$ cat config.mk
export PLATFORM = sky130hd
export DESIGN_NAME = glob_wildcard_matcher_flat
export DESIGN_NICKNAME = d
export VERILOG_FILES = /design/src/sv/gwm_pkg.sv /design/src/sv/gwm_in_if.sv /design/src/sv/gwm_out_if.sv /design/src/sv/gwm_cell.sv /design/src/sv/glob_wildcard_matcher.sv /design/src/flat_wrapper.sv
export SDC_FILE = /design/constraint.sdc
export NUM_CORES = 1
export LEC_CHECK = 0
export ABC_AREA = 1
export BUFFER_PORTS_ARGS = -buffer_cell sky130_fd_sc_hd__buf_2
export CAP_MARGIN = 5
export CORE_MARGIN = 4
export CORE_UTILIZATION = 35
export DETAILED_ROUTE_END_ITERATION = 8
export PLACE_DENSITY = 0.61
export SETUP_SLACK_MARGIN = 0.05
export SLEW_MARGIN = 40
export SYNTH_ARGS = -nofsm -noshare
export SYNTH_HDL_FRONTEND = slang
export SYNTH_SLANG_ARGS = --single-unit
$ cat constraint.sdc
create_clock -name clk -period 2.1 [get_ports clk]
set_input_delay 0.42 -clock clk [delete_from_list [all_inputs] [get_ports clk]]
set_output_delay 0.42 -clock clk [all_outputs]
set_load 0.01 [all_outputs]
$ cat src/sv/gwm_pkg.sv
// Package for the glob wildcard matcher: character codes, action codes and
// the structs passed between the top level and the matcher cells.
// No dependencies.
package gwm_pkg;

	localparam int unsigned MAX_PATTERN_CHARS_DEF = 32;
	localparam int unsigned CHAR_W = 8;
	localparam int unsigned ACT_W = 2;

	localparam logic [CHAR_W-1:0] STAR_CHAR  = 8'h2A;
	localparam logic [CHAR_W-1:0] QMARK_CHAR = 8'h3F;

	localparam logic [ACT_W-1:0] ACT_CLEAR  = 2'd0;
	localparam logic [ACT_W-1:0] ACT_APPEND = 2'd1;
	localparam logic [ACT_W-1:0] ACT_CHAR   = 2'd2;
	localparam logic [ACT_W-1:0] ACT_END    = 2'd3;

	// broadcast to every cell
	typedef struct packed {
		logic              restart;
		logic              consume;
		logic              wr;
		logic [CHAR_W-1:0] ch;
	} cell_ctl_t;

	// from a cell to its right neighbour
	typedef struct packed {
		logic m;   // literal or '?' step into the next position
		logic cl;  // star closure into the next position
	} link_t;

	typedef struct packed {
		logic accept; // active and at the end of the pattern
		logic star;   // holds a stored '*'
	} cell_stat_t;

endpackage

$ cat src/sv/gwm_in_if.sv
// Input channel of the glob wildcard matcher: action and character.
// Depends on gwm_pkg.
interface gwm_in_if;
	import gwm_pkg::*;

	logic              valid;
	logic              ready;
	logic [ACT_W-1:0]  action;
	logic [CHAR_W-1:0] char_value;

	modport source (output valid, output action, output char_value, input ready);
	modport sink   (input valid, input action, input char_value, output ready);

endinterface

$ cat src/sv/gwm_out_if.sv
// Result channel of the glob wildcard matcher: match and overflow flags.
// No dependencies.
interface gwm_out_if;

	logic valid;
	logic ready;
	logic matched;
	logic pattern_overflow;

	modport source (output valid, output matched, output pattern_overflow, input ready);
	modport sink   (input valid, input matched, input pattern_overflow, output ready);

endinterface

$ cat src/sv/gwm_cell.sv
// One matcher cell: a stored pattern character and the active bit of its
// position. Depends on gwm_pkg.
module gwm_cell #(
	parameter int unsigned IDX   = 0,
	parameter int unsigned LEN_W = 6
) (
	input  logic               clk,
	input  logic               arst_n,
	input  gwm_pkg::cell_ctl_t ctl,
	input  logic [LEN_W-1:0]   clen,
	input  logic               rst_act,
	input  gwm_pkg::link_t     lin,
	output gwm_pkg::link_t     lout,
	output gwm_pkg::cell_stat_t stat
);
	import gwm_pkg::*;

	localparam logic [LEN_W-1:0] POS = LEN_W'(IDX);
	localparam logic RST_VAL = (IDX == 0);

	logic [CHAR_W-1:0] ch_q;
	logic              act_q;
	logic              valid;
	logic              is_star;
	logic              lit_ok;
	logic              pre;
	logic              nxt;

	assign valid   = POS < clen;
	assign is_star = valid && (ch_q == STAR_CHAR);
	assign lit_ok  = valid && !is_star && ((ch_q == QMARK_CHAR) || (ch_q == ctl.ch));

	// star runs are collapsed at load, so closure reaches one cell only
	assign pre     = (act_q && is_star) || lin.m;
	assign nxt     = pre || lin.cl;
	assign lout.m  = act_q && lit_ok;
	assign lout.cl = is_star && pre;

	assign stat.accept = act_q && !valid;
	assign stat.star   = is_star;

	always_ff @(posedge clk) begin
		if (ctl.wr && (clen == POS)) begin
			ch_q <= ctl.ch;
		end
	end

	always_ff @(posedge clk or negedge arst_n) begin
		if (!arst_n) begin
			act_q <= RST_VAL;
		end else if (ctl.restart) begin
			act_q <= rst_act;
		end else if (ctl.consume) begin
			act_q <= nxt;
		end
	end

endmodule

$ cat src/sv/glob_wildcard_matcher.sv
// Glob wildcard matcher top level: pattern loader, row of matcher cells, result register.
// Latency: a result is registered and shown the cycle after its end-of-string transaction.
// Throughput: one transaction per cycle while the result register is empty or being read.
// Reset: empty pattern, overflow flag clear, match restarted, result register empty.
// Depends on gwm_pkg, gwm_in_if, gwm_out_if and gwm_cell.
module glob_wildcard_matcher #(
	parameter int unsigned MAX_PATTERN_CHARS = gwm_pkg::MAX_PATTERN_CHARS_DEF
) (
	input logic        clk,
	input logic        arst_n,
	gwm_in_if.sink     item,
	gwm_out_if.source  result
);
	import gwm_pkg::*;

	localparam int unsigned N     = MAX_PATTERN_CHARS;
	localparam int unsigned LEN_W = $clog2(N + 1);
	localparam logic [LEN_W-1:0] LEN_MAX = LEN_W'(N);

	logic [LEN_W-1:0] rawlen_q;
	logic [LEN_W-1:0] clen_q;
	logic             last_star_q;
	logic             ovf_q;
	logic             out_valid_q;
	logic             matched_q;
	logic             out_ovf_q;

	logic             acc;
	logic             room;
	logic             c_star;
	logic             star0_next;
	cell_ctl_t        ctl;
	logic [N:0]       rst_vec;
	logic [N:0]       accept_vec;
	link_t            links [0:N];
	link_t            link_tail;
	cell_stat_t       stat [0:N];

	assign item.ready = !out_valid_q || result.ready;
	assign acc        = item.valid && item.ready;
	assign room       = rawlen_q < LEN_MAX;
	assign c_star     = item.char_value == STAR_CHAR;

	assign ctl.consume = acc && (item.action == ACT_CHAR);
	assign ctl.restart = acc && (item.action != ACT_CHAR);
	// a star right after a star is counted but not stored
	assign ctl.wr      = acc && (item.action == ACT_APPEND) && room && !(c_star && last_star_q);
	assign ctl.ch      = item.char_value;

	always_comb begin
		if (item.action == ACT_CLEAR) begin
			star0_next = 1'b0;
		end else if (ctl.wr && (clen_q == '0)) begin
			star0_next = c_star;
		end else begin
			star0_next = stat[0].star;
		end
	end

	assign links[0] = '0;

	genvar i;
	generate
		for (i = 0; i <= N; i++) begin : g_cell
			if (i == 0) begin : g_first
				assign rst_vec[i] = 1'b1;
			end else if (i == 1) begin : g_second
				assign rst_vec[i] = star0_next;
			end else begin : g_rest
				assign rst_vec[i] = 1'b0;
			end

			assign accept_vec[i] = stat[i].accept;

			if (i == N) begin : g_last
				gwm_cell #(.IDX(i), .LEN_W(LEN_W)) u_cell (
					.clk     (clk),
					.arst_n  (arst_n),
					.ctl     (ctl),
					.clen    (clen_q),
					.rst_act (rst_vec[i]),
					.lin     (links[i]),
					.lout    (link_tail),
					.stat    (stat[i])
				);
			end else begin : g_mid
				gwm_cell #(.IDX(i), .LEN_W(LEN_W)) u_cell (
					.clk     (clk),
					.arst_n  (arst_n),
					.ctl     (ctl),
					.clen    (clen_q),
					.rst_act (rst_vec[i]),
					.lin     (links[i]),
					.lout    (links[i+1]),
					.stat    (stat[i])
				);
			end
		end
	endgenerate

	always_ff @(posedge clk or negedge arst_n) begin
		if (!arst_n) begin
			rawlen_q    <= '0;
			clen_q      <= '0;
			last_star_q <= 1'b0;
			ovf_q       <= 1'b0;
		end else if (acc && (item.action == ACT_CLEAR)) begin
			rawlen_q    <= '0;
			clen_q      <= '0;
			last_star_q <= 1'b0;
			ovf_q       <= 1'b0;
		end else if (acc && (item.action == ACT_APPEND)) begin
			if (room) begin
				rawlen_q    <= rawlen_q + 1'b1;
				last_star_q <= c_star;
				if (ctl.wr) begin
					clen_q <= clen_q + 1'b1;
				end
			end else begin
				ovf_q <= 1'b1;
			end
		end
	end

	always_ff @(posedge clk or negedge arst_n) begin
		if (!arst_n) begin
			out_valid_q <= 1'b0;
		end else if (acc && (item.action == ACT_END)) begin
			out_valid_q <= 1'b1;
		end else if (result.ready) begin
			out_valid_q <= 1'b0;
		end
	end

	always_ff @(posedge clk) begin
		if (acc && (item.action == ACT_END)) begin
			matched_q <= |accept_vec;
			out_ovf_q <= ovf_q;
		end
	end

	assign result.valid            = out_valid_q;
	assign result.matched          = matched_q;
	assign result.pattern_overflow = out_ovf_q;

	// a new result comes only from an end-of-string transaction
	a_result_src: assert property (@(posedge clk) disable iff (!arst_n)
		$rose(out_valid_q) |-> $past(acc && (item.action == ACT_END)))
		else $error("result without end-of-string transaction");

	a_len_order: assert property (@(posedge clk) disable iff (!arst_n)
		(clen_q <= rawlen_q) && (rawlen_q <= LEN_MAX))
		else $error("stored length exceeds loaded length");

	a_ovf_full: assert property (@(posedge clk) disable iff (!arst_n)
		ovf_q |-> (rawlen_q == LEN_MAX))
		else $error("overflow flagged with room left");

	// only the cell at the pattern end can accept
	a_one_accept: assert property (@(posedge clk) disable iff (!arst_n)
		$onehot0(accept_vec))
		else $error("more than one accepting cell");

	a_tail_quiet: assert property (@(posedge clk) disable iff (!arst_n)
		!(link_tail.m || link_tail.cl))
		else $error("activity beyond the last cell");

endmodule
$ cat src/flat_wrapper.sv
// flat-port wrapper written by rule: the top's interface ports become plain ports
module glob_wildcard_matcher_flat import gwm_pkg::*;
#(
	parameter int unsigned MAX_PATTERN_CHARS = gwm_pkg::MAX_PATTERN_CHARS_DEF
)
  (clk, arst_n, item_valid, item_action, item_char_value, item_ready, result_valid, result_matched, result_pattern_overflow, result_ready);
  gwm_in_if item_i ();
  gwm_out_if result_i ();
  input logic clk;
  input logic arst_n;
  input wire logic [$bits(item_i.valid)-1:0] item_valid;
  input wire logic [$bits(item_i.action)-1:0] item_action;
  input wire logic [$bits(item_i.char_value)-1:0] item_char_value;
  output wire logic [$bits(item_i.ready)-1:0] item_ready;
  output wire logic [$bits(result_i.valid)-1:0] result_valid;
  output wire logic [$bits(result_i.matched)-1:0] result_matched;
  output wire logic [$bits(result_i.pattern_overflow)-1:0] result_pattern_overflow;
  input wire logic [$bits(result_i.ready)-1:0] result_ready;
  assign item_i.valid = item_valid;
  assign item_i.action = item_action;
  assign item_i.char_value = item_char_value;
  assign item_ready = item_i.ready;
  assign result_valid = result_i.valid;
  assign result_matched = result_i.matched;
  assign result_pattern_overflow = result_i.pattern_overflow;
  assign result_i.ready = result_ready;
  glob_wildcard_matcher #(.MAX_PATTERN_CHARS(MAX_PATTERN_CHARS)) u_core (.clk(clk), .arst_n(arst_n), .item(item_i), .result(result_i));
endmodule
# Yosys cells after proc, flatten, opt, wreduce, memory -nomap -nowiden
# Index checks and enable logic that the tools add are counted.
# Widths: inputs -> output; s select.
# word_totals
reg_bits	314
inputBits	14
out_inout_bits	4
word_cells	771
# op_classes
addsub	2
n_lt_le_gt_ge	34
n_eq_ne	135
n_mux	83
n_reduce_logical	444
# ops
operator	count
$eq 8x6->1 const B	66
$logic_and 1x1->1	269
$eq 8x8->1	32
$logic_or 1x1->1	97
$eq 6x5->1 const B	16
$lt 5x6->1 const A	16
$mux 1	76
$logic_not 1->1	67
$eq 6x4->1 const B	8
$lt 4x6->1 const A	8
$mux 6	7
$reduce_or 33->1	1
$eq 6x3->1 const B	4
$lt 3x6->1 const A	4
$add 6x1->6 const B	2
$eq 6x2->1 const B	2
$lt 1x6->1 const A	2
$lt 2x6->1 const A	2
$reduce_bool 2->1	5
$eq 6x1->1 const B	1
$eq 6x6->1 const B	1
$logic_not 6->1	1
$lt 6x6->1 const A	1
$lt 6x6->1 const B	1
6 further kinds	9

# Depth between registers and ports, before layout
# Gate-level depths: netlist (run 1).
# depth
depth_word	11
depth_mapped	15
ltp_nobuf	13

# Modules after synthesis
# Synthesis (run 1) repeated with hierarchy kept, for this count alone.
# hier_totals
hier_cells	2468
hier_area_um2	19448.7
# modules_own_cells
mod	n_inst	cells_each	area_per_inst_um2	seq_area_each_um2
gwm_cell at u_core.g_cell[12].g_mid.u_cell ...	3	66	539.3	265.3
gwm_cell at u_core.g_cell[3].g_mid.u_cell ...	2	66	536.8	265.3
glob_wildcard_matcher	1	140	1058.5	435.4
gwm_cell at u_core.g_cell[22].g_mid.u_cell	1	83	598.1	265.3
gwm_cell at u_core.g_cell[20].g_mid.u_cell	1	83	595.6	265.3
gwm_cell at u_core.g_cell[21].g_mid.u_cell	1	75	593.1	265.3
gwm_cell at u_core.g_cell[10].g_mid.u_cell	1	76	588.1	265.3
gwm_cell at u_core.g_cell[18].g_mid.u_cell	1	75	585.6	265.3
gwm_cell at u_core.g_cell[16].g_mid.u_cell	1	80	580.6	265.3
gwm_cell at u_core.g_cell[8].g_mid.u_cell	1	80	578.1	265.3
gwm_cell at u_core.g_cell[24].g_mid.u_cell	1	81	576.8	265.3
gwm_cell at u_core.g_cell[32].g_last.u_cell	1	79	574.3	265.3
gwm_cell at u_core.g_cell[17].g_mid.u_cell	1	79	571.8	265.3
gwm_cell at u_core.g_cell[19].g_mid.u_cell	1	69	568.0	265.3
17 more rows	-	-	-	-

# Worst setup path before layout (run 1)
# OpenSTA, ideal clock, no wires.
# synth_path
path_kind	input to register
startpoint	in result_ready
endpoint	reg u_core.g_cell[11].g_mid.u_cell.ch_q[0] (enable)
setup_time_ns	0.385
arrival_time_ns	1.971
required_time_ns	1.715
slack_ns	-0.256
stages	11
path_buffers	1
cell_sequence	inv_1 nand2_2 nand2_4 nor2_4 nand3_4 clkinv_2 nand2_2 buf_6 nor2_4 inv_1 nor3b_1
# synth_between
elab_chain_cells	6
# synth_lines
element	line	rtl
start, declared	flat_wrapper.sv:18	input wire logic [$bits(result_i.ready)-1:0] result_ready;
$logic_or 1x1->1	glob_wildcard_matcher.sv:39	assign item.ready = !out_valid_q || result.ready;
net item_ready	flat_wrapper.sv:14	output wire logic [$bits(item_i.ready)-1:0] item_ready;
$logic_and 1x1->1	glob_wildcard_matcher.sv:40	assign acc = item.valid && item.ready;
$logic_and 1x1->1 (3 in series)	glob_wildcard_matcher.sv:47	assign ctl.wr = acc && (item.action == ACT_APPEND) && room && !(c_star && last_star_q);
$logic_and 1x1->1	gwm_cell.sv:43	if (ctl.wr && (clen == POS)) begin
end signal, assigned	gwm_cell.sv:44	ch_q <= ctl.ch;
end, declared	gwm_cell.sv:21	logic [CHAR_W-1:0] ch_q;
# The timed path passes the listed nets, and every way through them passes these cells.
# A chain may end at the register's enable or synchronous reset.

# Final worst setup path (run 1)
# layout_path
startpoint	reg u_core.out_valid_q (netlist: u_core.result.valid)
endpoint	reg u_core.g_cell[17].g_mid.u_cell.ch_q[6] (enable)
# layout_between
elab_chain_cells	7
# layout_lines
element	line	rtl
start, declared	glob_wildcard_matcher.sv:24	logic out_valid_q;
start signal, assigned	glob_wildcard_matcher.sv:127	out_valid_q <= 1'b0;
start signal, assigned	glob_wildcard_matcher.sv:129	out_valid_q <= 1'b1;
start signal, assigned	glob_wildcard_matcher.sv:131	out_valid_q <= 1'b0;
$logic_not 1->1	glob_wildcard_matcher.sv:39	
$logic_or 1x1->1	glob_wildcard_matcher.sv:39	
$logic_and 1x1->1	glob_wildcard_matcher.sv:40	
$logic_and 1x1->1 (3 in series)	glob_wildcard_matcher.sv:47	
$logic_and 1x1->1	gwm_cell.sv:43	
end signal, assigned	gwm_cell.sv:44	
end, declared	gwm_cell.sv:21	
# Every way passes these cells.

==> results of run 1 <==
==> state kept, by name, indices dropped and copies added, names as in the netlist <==
| name | flops |
|---|---|
| u_core.g_cell.g_mid.u_cell.ch_q | 256 |
| u_core.g_cell.g_mid.u_cell.act_q | 32 |
| u_core.g_cell.g_last.u_cell.ch_q | 8 |
| u_core.clen_q | 6 |
| u_core.rawlen_q | 6 |
| u_core.g_cell.g_last.u_cell.act_q | 1 |
| u_core.last_star_q | 1 |
| u_core.ovf_q | 1 |
| u_core.result.matched | 1 |
| u_core.result.pattern_overflow | 1 |
| u_core.result.valid | 1 |
==> stage by stage <==
stage,power (mW),std cells,TNS (ps),area (um^2)
3_3_place_gp,8.75,3040,-51710,19500
4_1_cts,15.5,3107,0,21000
5_1_grt,16.0,3111,-89.5,21200
2_1_floorplan,7.86,2272,-4470,17700
3_5_place_dp,8.78,3040,-58880,19600
6_report,15.5,3111,0,21200
==> worst max path at each step <==
stage / end / slack (ps) / cells after the start
after floorplan: u_core.g_cell[7].g_mid.u_cell.ch_q[0] / -190 / 11
after global placement: u_core.g_cell[23].g_mid.u_cell.ch_q[6] / -360 / 12
after detailed placement: u_core.g_cell[29].g_mid.u_cell.ch_q[7] / -380 / 12
after CTS: u_core.g_cell[2].g_mid.u_cell.ch_q[2] / 1 / 9
after global routing: u_core.g_cell[17].g_mid.u_cell.ch_q[6] / -10 / 12
final: u_core.g_cell[17].g_mid.u_cell.ch_q[6] / 80 / 12
==> cell usage after synthesis (2+ instances only) <==
cell	instances	area, um^2
a21oi_1	11	55.1
and2_1	13	81.3
and3_1	2	12.5
buf_2	35	175
buf_4	9	67.6
buf_6	2	22.5
clkbuf_1	12	45.0
dfrtp_1	47	1180
edfxtp_1	266	7990
ha_1	5	62.6
inv_1	283	1060
inv_2	5	18.8
nand2_1	1060	3980
nand2_2	3	18.8
nand3_1	69	345
nand4_1	20	125
nor2_1	194	728
nor2_4	3	33.8
nor2b_1	3	18.8
nor3_1	83	415
nor3b_1	4	30.0
o21ai_0	15	75.1
o21ai_1	2	10.0
o21ai_2	6	52.6
o22ai_1	3	18.8
xnor2_1	100	876
xor2_1	2	17.5
==> repair_timing <==
item / in CTS / in global routing
endpoints found under the setup margin: 194 / 217
pin swaps: 1 / 7
hold buffers: 1 / 0
setup buffers: 0 / 4
hold endpoints to repair: 15 / 0
resized for setup: 28 / 56
==> cells by family (layout without fill, tap and decap cells) <==
group                    count (synthesis)  after routing  share of synthesized area [%]
adder cells (fa/ha/maj)                  5              5                          0.354
XOR/XNOR                               102            102                           5.06
flip-flops                             314            314                           52.0
buffers and inverters                  347            514                           7.90
AND/OR/NAND/NOR                       1460           1460                           33.2
AO/OA/AOI/OAI                           44             44                           1.50
==> routing by layer <==
| metal | share of wire [%] | global-route usage (%) | routed length, um |
|---|---|---|---|
| met4 | 2.0 | 4.33 | 961 |
| met2 | 48 | 31.3 | 23400 |
| met1 | 45 | 23.9 | 21800 |
| met5 | 0 | 0 | 0 |
| met3 | 4.9 | 2.00 | 2360 |
==> report_power, final <==
group | switching (mW) | internal (mW)
clock | 2.56 | 4.14
combinational | 1.21 | 0.672
sequential | 0.0579 | 6.84
==> worst reg2reg max path: stages (launching register included) <==
cell and delay [ps]:
dfrtp_1 380, nand2_2 100, nand2_4 60, nor2_4 110
nand3_4 90, inv_4 90, nand2_8 80, buf_6 150
nor2_8 90, buf_6 130, nand3_4 140, nor2_4 190
buf_12 140
==> layout make-up <==
cell class | count | share of cell area (%)
repair buffers | 159 | 6.61
flip-flops and latches | 314 | 43.3
clock buffers | 50 | 4.97
inverters | 289 | 5.12
multi-input cells | 1611 | 35.0
well taps | 672 | 3.96
clock inverters | 16 | 1.05
==> results.py, run 1 <==
metrics = {
    "route": {
        "drc_errors": 0,
        "routedWlPerCell_um": 15.6,
        "drt-initial-drc-count": 925,
        "vias": 14685,
        "drt-pass1-iter-count": 5,
        "vias_per_cell": 4.72,
        "drt_wl_total_um": 48500,
        "ant_nets": 0,
    },
    "die": {
        "initial_core_util_pct": 35.3,
        "chipWidth_um": 233,
        "die-area_mm2": 0.0541,
        "design.core.area_mm2": 0.0501,
        "chipHeight_um": 233,
        "fp-row-count": 82,
        "ios": 18,
    },
    "clock_network": {
        "h-tree-depth": 2,
        "clk_pin_slew_ps": 60,
        "clock_sinks": 314,
        "cts_tree": "yes",
        "clock_latency_ps": 540,
        "root_buffer": "clkbuf_16",
        "clock_path_buffers": 3,
        "cts_buffers": 36,
    },
    "placement": {
        "pre_cts_ws_ps": -384,
        "dp_hpwl_um": 33000,
        "port_buffers": 17,
        "gp_congestion": 0.944,
    },
    "synthesis": {
        "ys.flop_type": "edfxtp_1",
        "ys_seq_elements": 314,
        "synth_cell_types": 42,
        "synthArstFlopShare_pct": 15.3,
        "synth_cells": 2272,
        "syn_area_per_cell_um2": 7.77,
        "synth_area_mm2": 0.0177,
        "synth_nets": 2291,
        "yosysSeqAreaShare_pct": 52.0,
        "yosysWarnings": 0,
        "synth-edff-count": 266,
    },
    "setup_path": {
        "max_stage_delay_ps": 380,
        "crit_arrival_ps": 2260,
        "crit_buf_inv": 4,
        "cp-start-kind": "flip-flop",
        "crit_type": "flip-flop to flip-flop",
        "worstSetupEndpointType": "flip-flop",
        "cp_top_family": "simple AND/OR/NAND/NOR gates",
        "crit_path_top_delay_cell": "dfrtp_1",
        "reg2regPathDepth": 12,
        "cp.required_ps": 2340,
        "path_cells": "nand2_2 -> nand2_4 -> nor2_4 -> nand3_4 -> inv_4 -> nand2_8 -> buf_6 -> nor2_8 -> buf_6 -> nand3_4 -> nor2_4 -> buf_12",
        "cp_max_fo": 8,
        "r2r_end": "u_core.g_cell[17].g_mid.u_cell.ch_q[6]",
        "reg2reg_from": "u_core.result.valid",
        "r2r_setup_slack_ps": 80,
        "crit_start": "u_core.result.valid",
    },
    "cells_and_area": {
        "drive_gt1_share_pct": 12.3,
        "final.fill_count": 4914,
        "final_nets": 2430,
        "final_util_pct": 42.4,
        "mostFrequentLayoutCells": "1053 x nand2_1, 283 x inv_1, 266 x edfxtp_1",
        "num_antenna_cells": 0,
        "regArea_mm2": 0.00919,
        "final_common_cell": "nand2_1",
        "area_growth_pct": 20.1,
        "multi_input_area_mm2": 0.00742,
    },
    "sta": {
        "fin_skew_ps": 24.7,
        "final_max_slew_viol_count": 0,
        "slew_headroom_pct": 57.1,
        "worst_pin_slew_ps": 643,
        "rsz0062_at_grt": "true",
        "max_clock_freq_mhz": 495,
        "whs_ps": 271,
        "fin_ws_ps": 78.7,
        "setup_viol": 0,
        "finalCritPeriodShare_pct": 96.3,
        "fin_crit_ps": 2020,
        "hold_violations": 0,
    },
    "min_path": {
        "hold_class": "primary input to flip-flop",
        "min_to": "u_core.g_cell[23].g_mid.u_cell.ch_q[1]",
        "worstHoldStart": "item_char_value[1]",
        "min_path_cells": 2,
    },
    "global_routing": {
        "grt_max_degree": 66,
        "grt_pass1_vias": 14423,
        "grt_pass1_wl_um": 76800,
        "grt_use_total_pct": 17.9,
        "grt-ovfl-total": 0,
        "antenna_found_initial": 0,
    },
    "power": {
        "vdd_ir_drop_max_uv": 640,
        "p_per_area_mw_per_mm2": 730,
        "p_leak_nw": 9.57,
    },
    "flow_run": {
        "drv_cap": 0,
    },
    "outcome": {
        "status": "finished, final reports clean",
    },
}
(Power assumes the default switching activity.)
==> inputs of run 2 (changes only) <==
--- a/config.mk
+++ b/config.mk
@@ -9,9 +9,9 @@
 export BUFFER_PORTS_ARGS = -buffer_cell sky130_fd_sc_hd__buf_2
 export CAP_MARGIN = 5
 export CORE_MARGIN = 4
-export CORE_UTILIZATION = 35
+export CORE_UTILIZATION = 58
 export DETAILED_ROUTE_END_ITERATION = 8
-export PLACE_DENSITY = 0.61
+export PLACE_DENSITY = 0.87
 export SETUP_SLACK_MARGIN = 0.05
 export SLEW_MARGIN = 40
 export SYNTH_ARGS = -nofsm -noshare
==> run 2 against run 1 <==
  * The flow now finishes with violations (design-rule violations)
  * Sequential share of layout area increased by 2.0 points
  * Clock skew about the same
  * Sequential cell count is the same
==> results.py, run 2 (same netlist as run 1, synthesis figures left out) <==
metrics = {
    "sta": {
        "worst_pin_slew_ps": 805,
        "fin_ws_ps": 83.3,
        "fin_crit_ps": 2020,
        "max_clock_freq_mhz": 496,
        "final_max_slew_viol_count": 0,
        "whs_ps": 272,
        "rsz0062_at_grt": "true",
        "hold_violations": 0,
        "fin_skew_ps": 24.8,
        "slew_headroom_pct": 46.3,
        "setup_viol": 0,
        "finalCritPeriodShare_pct": 96.0,
        "finalSetupTns_ps": 0,
    },
    "setup_path": {
        "crit_arrival_ps": 2390,
        "crit_type": "flip-flop to flip-flop",
        "cp-start-kind": "flip-flop",
        "cp.required_ps": 2470,
        "reg2reg_from": "u_core.result.valid",
        "worstSetupEndpointType": "flip-flop",
        "cp_max_fo": 4,
        "crit_start": "u_core.result.valid",
    },
    "cells_and_area": {
        "largest_reg_flops": 256,
        "final_nets": 2385,
        "num_antenna_cells": 0,
        "mostFrequentLayoutCells": "1055 x nand2_1, 282 x inv_1, 266 x edfxtp_1",
        "drive_gt1_share_pct": 10.3,
        "reg.largest.list": "u_core.g_cell.g_mid.u_cell.ch_q (256), u_core.g_cell.g_mid.u_cell.act_q (32), u_core.g_cell.g_last.u_cell.ch_q (8)",
        "area_growth_pct": 14.9,
        "final_common_cell": "nand2_1",
        "max_flop_register": "u_core.g_cell.g_mid.u_cell.ch_q",
        "final.fill_count": 2143,
    },
    "route": {
        "drc_errors": 1,
        "ant_nets": 0,
        "routedWlPerCell_um": 17.1,
        "vias": 15467,
        "drt-pass1-iter-count": 9,
        "drt-initial-drc-count": 1733,
        "vias_per_cell": 5.56,
        "drt_wl_total_um": 47500,
    },
    "clock_network": {
        "clock_path_buffers": 3,
        "cts_tree": "yes",
        "clk_pin_slew_ps": 70,
        "cts_buffers": 34,
        "clock_sinks": 314,
        "clock_latency_ps": 520,
        "h-tree-depth": 2,
        "root_buffer": "clkbuf_16",
    },
    "die": {
        "chipHeight_um": 183,
        "fp-row-count": 63,
        "chipWidth_um": 183,
        "die-area_mm2": 0.0333,
        "initial_core_util_pct": 59.1,
        "design.core.area_mm2": 0.0299,
        "ios": 18,
    },
    "global_routing": {
        "grt_pass1_vias": 15541,
        "grt_max_degree": 66,
        "grt_pass1_wl_um": 76100,
        "antenna_found_initial": 0,
        "grt_use_total_pct": 28.3,
        "grt-ovfl-total": 0,
    },
    "outcome": {
        "violations": "design-rule violations",
        "status": "finished, violations left",
    },
    "power": {
        "p_per_area_mw_per_mm2": 724,
        "vdd_ir_drop_max_uv": 676,
        "p_leak_nw": 9.28,
    },
    "min_path": {
        "worstHoldStart": "item_action[1]",
        "hold_class": "primary input to flip-flop",
    },
    "flow_run": {
        "drv_cap": 0,
    },
    "placement": {
        "port_buffers": 17,
        "gp_congestion": 0.983,
        "dp_hpwl_um": 30500,
        "pre_cts_ws_ps": -262,
    },
}
run 2: cell count changes in the layout (fill, tap and decap cells not counted), moves of 3 or more:
cell / delta
clkinv_2: +3
dfrtp_1: -3
buf_12: -3
dfrtp_2: +3
clkinv_1: +3
clkbuf_8: -5
clkinvlp_4: -3
buf_4: -37
buf_6: -4
run 2: final cells by class:
| cell class | instances | area (um^2) | area share, % |
|---|---|---|---|
| clock buffer | 44 | 940 | 4.63 |
| clock inverter | 16 | 179 | 0.882 |
| inverter | 289 | 1090 | 5.37 |
| multi-input combinational | 1611 | 7380 | 36.4 |
| sequential | 314 | 9200 | 45.3 |
| tap | 390 | 488 | 2.40 |
| timing repair buffer | 116 | 1020 | 5.05 |
run 2: power breakdown:
group          leakage (nW)  switching (mW)  internal [mW]
Clock                 0.555            2.40           3.65
Sequential             3.04          0.0892           6.84
Combinational          5.68            1.16          0.572
Total                  9.28            3.64           11.1
run 2: repair_timing:
item | in CTS | in global routing
hold buffers | 1 | 0
pin swaps | 0 | 6
hold endpoints to repair | 47 | 0
setup endpoints to repair | 178 | 243
resized for setup | 21 | 57
setup buffers | 0 | 3
run 2: critical path, cell delays in order, from the launching register on:
cell and delay, ps:
dfrtp_1 390, nand2_2 100, nand2_4 60, nor2_4 110, nand3_4 90, inv_4 90
nand2_8 70, inv_1 110, nand2_1 270, buf_4 250, o21ai_0 240, a21boi_1 120
run 2: routing by layer:
metal  track usage, %  wire, um  vias up
met5                0         0        -
met4             12.2      1980        0
met3             4.58      4540      181
met2             48.1     22700      835
met1             36.0     18300     7200
li1                 -         -     7251
run 2: per-stage QoR:
stage | std cells | total power [mW] | area (um^2) | util (%)
2_1_floorplan | 2272 | 7.86 | 17700 | -
3_3_place_gp | 2716 | 8.55 | 18900 | 63.1
3_5_place_dp | 2716 | 8.59 | 18900 | 63.1
5_1_grt | 2780 | 15.1 | 20300 | 67.9
4_1_cts | 2777 | 14.6 | 20100 | 67.1
6_report | 2780 | 14.7 | 20300 | 67.9
run 2: final timing paths:
path	endpoint	slack, ps	cells past startpoint
max	u_core.clen_q[4]	80	11
min	u_core.result.valid	270	3
max reg2reg	u_core.clen_q[4]	80	11
min reg2reg	u_core.result.pattern_overflow	480	0
max in group asynchronous	u_core.g_cell[0].g_mid.u_cell.act_q	1350	3
min in group asynchronous	u_core.rawlen_q[2]	460	3
==> inputs of run 3 (changes only) <==
--- a/config.mk
+++ b/config.mk
@@ -9,9 +9,9 @@
 export BUFFER_PORTS_ARGS = -buffer_cell sky130_fd_sc_hd__buf_2
 export CAP_MARGIN = 5
 export CORE_MARGIN = 4
-export CORE_UTILIZATION = 58
+export CORE_UTILIZATION = 65
 export DETAILED_ROUTE_END_ITERATION = 8
-export PLACE_DENSITY = 0.87
+export PLACE_DENSITY = 0.92
 export SETUP_SLACK_MARGIN = 0.05
 export SLEW_MARGIN = 40
 export SYNTH_ARGS = -nofsm -noshare
==> constraint.sdc (replaced) <==
create_clock -name clk -period 2.5 [get_ports clk]
set_input_delay 0.5 -clock clk [delete_from_list [all_inputs] [get_ports clk]]
set_output_delay 0.5 -clock clk [all_outputs]
set_load 0.01 [all_outputs]
==> run 3 against run 2 <==
  * Sequential share of layout area is 1.9 points higher
  * Utilization is 4.4 points higher
  * Die area is 10% lower
  * Sequential power is 16% lower
  * Highest routed layer unchanged
  * Maximum frequency is 16% lower
  * Clock-buffer cell count is 3 higher
  * Combinational power is 28% lower
  * Clock power is 17% lower
  * The run now ends clean
  * Design area is 4.2% lower
  * Critical path depth is 1 lower
  * Global-route usage is 2.8 points higher
  * First-iteration DRC count is 6.4% higher
==> results.py, run 3 (same netlist as run 1, synthesis figures left out) <==
metrics = {
    "outcome": {
        "status": "finished, final reports clean",
    },
    "global_routing": {
        "met3_usage_pct": 5.36,
        "grt_pass1_vias": 15097,
        "grt_pass1_wl_um": 75200,
        "grt_use_total_pct": 31.1,
        "grt-ovfl-total": 0,
        "grt_max_degree": 67,
        "met1_usage_pct": 40.1,
        "use_met2_pct": 51.3,
        "top_usage_layer": "met2",
        "antenna_found_initial": 0,
    },
    "power": {
        "vdd_ir_drop_max_uv": 805,
        "p_per_area_mw_per_mm2": 619,
        "p_sw_share_pct": 24.6,
        "total_power_mw": 12.0,
        "p_switching_mw": 2.97,
        "p_int_mw": 9.08,
        "power_frac_comb_pct": 10.4,
        "clkPwrFrac_pct": 41.5,
        "p_seq_share_pct": 48.1,
        "p_leak_nw": 8.94,
    },
    "die": {
        "design.core.area_mm2": 0.0269,
        "chipHeight_um": 173,
        "initial_core_util_pct": 65.7,
        "chipWidth_um": 173,
        "die-area_mm2": 0.0299,
        "ios": 18,
        "fp-row-count": 60,
    },
    "placement": {
        "port_buffers": 17,
        "post_dp_cell_area_mm2": 0.0183,
        "gp_congestion": 0.978,
        "dp_hpwl_um": 29700,
        "dp_cells": 2617,
    },
    "sta": {
        "fin_crit_ps": 2400,
        "rsz0062_at_grt": "true",
        "setup_viol": 0,
        "max_clock_freq_mhz": 416,
        "slew_headroom_pct": 40.1,
        "finalCritPeriodShare_pct": 96.1,
        "finalSetupTns_ps": 0,
        "hold_violations": 0,
        "fin_skew_ps": 20.1,
        "final_max_slew_viol_count": 0,
        "worst_pin_slew_ps": 899,
    },
    "setup_path": {
        "cp-start-kind": "flip-flop",
        "crit_type": "flip-flop to flip-flop",
        "cp.required_ps": 2630,
        "cp_max_fo": 8,
        "worstSetupEndpointType": "flip-flop",
        "crit_arrival_ps": 2540,
    },
    "cells_and_area": {
        "drive_gt1_share_pct": 6.72,
        "final_cells": 2677,
        "max_flop_register": "u_core.g_cell.g_mid.u_cell.ch_q",
        "final_util_pct": 72.4,
        "final_nets": 2332,
        "mostFrequentLayoutCells": "1060 x nand2_1, 283 x inv_1, 266 x edfxtp_1",
        "fin_area_mm2": 0.0195,
        "final_common_cell": "nand2_1",
        "area_growth_pct": 10.1,
        "largest_reg_flops": 256,
        "num_antenna_cells": 0,
        "reg.largest.list": "u_core.g_cell.g_mid.u_cell.ch_q (256), u_core.g_cell.g_mid.u_cell.act_q (32), u_core.g_cell.g_last.u_cell.ch_q (8)",
    },
    "clock_network": {
        "clock_path_buffers": 3,
        "cts_buffers": 34,
        "clock_latency_ps": 510,
        "clock_sinks": 314,
        "root_buffer": "clkbuf_16",
        "h-tree-depth": 2,
        "cts_tree": "yes",
        "clk_pin_slew_ps": 60,
    },
    "route": {
        "vias": 15471,
        "drc_errors": 0,
        "routedWlPerCell_um": 17.6,
        "ant_nets": 0,
        "drt_wl_total_um": 47200,
        "drt-initial-drc-count": 1844,
        "drt-pass1-iter-count": 8,
        "vias_per_cell": 5.78,
    },
    "min_path": {
        "hold_class": "primary input to asynchronous set/reset pin",
    },
    "flow_run": {
        "drv_cap": 0,
    },
}
run 3: per-stage QoR:
stage | setup slack [ps] | hold WS, ps
floorplan | 63.6 | 204
global placement | -121 | 434
detailed placement | -160 | 442
CTS | 53.0 | 50.7
global route | -33.3 | 75.8
finish | 96.4 | 45.4
run 3: routing by layer:
layer / vias to the layer above / wire length (um)
met1: 7138 / 18000
met3: 216 / 4910
met5: - / 0
met2: 966 / 21900
met4: 0 / 2390
li1: 7151 / -
run 3: cell type report:
type,count,area (um^2)
clock inverter,12,144
tap,341,427
fill,1832,7420
inverter,289,1090
clock buffer,47,961
timing repair buffer,63,500
multi-input combinational,1611,7140
sequential,314,9190
run 3: critical path: stages (launching register included):
cell and delay (ps):
dfrtp_1 400, nand2_2 110, nand2_4 60, nor2_4 110, nand3_4 80, clkinv_2 60
nand2_2 150, buf_12 180, nor2_4 100, nand2_1 210, nor2_1 570
run 3: power groups by stage:
| stage | clock network (mW) | registers (mW) | logic [mW] |
|---|---|---|---|
| 4_1_cts | 5.02 | 5.80 | 1.20 |
| 3_5_place_dp | 0 | 5.90 | 1.18 |
| 2_1_floorplan | 0 | 5.90 | 0.696 |
| 5_1_grt | 5.24 | 5.80 | 1.34 |
| 3_3_place_gp | 0 | 5.90 | 1.14 |
| 6_report | 5.00 | 5.80 | 1.25 |
run 3: worst paths after layout:
path	start	slack, ps	endpoint	cells past startpoint
max	u_core.result.valid	100	u_core.g_cell[10].g_mid.u_cell.ch_q[7]	10
min	arst_n	50	u_core.rawlen_q[3]	1
max reg2reg	u_core.result.valid	100	u_core.g_cell[10].g_mid.u_cell.ch_q[7]	10
min reg2reg	u_core.ovf_q	470	u_core.result.pattern_overflow	0
max in group asynchronous	arst_n	1800	u_core.g_cell[0].g_mid.u_cell.act_q	2
min in group clk	result_ready	350	u_core.result.valid	4
run 3: what timing repair did:
item,CTS,global route
setup buffers,0,0
hold buffers,0,0
endpoints found under the setup margin,9,88
resized for setup,2,12
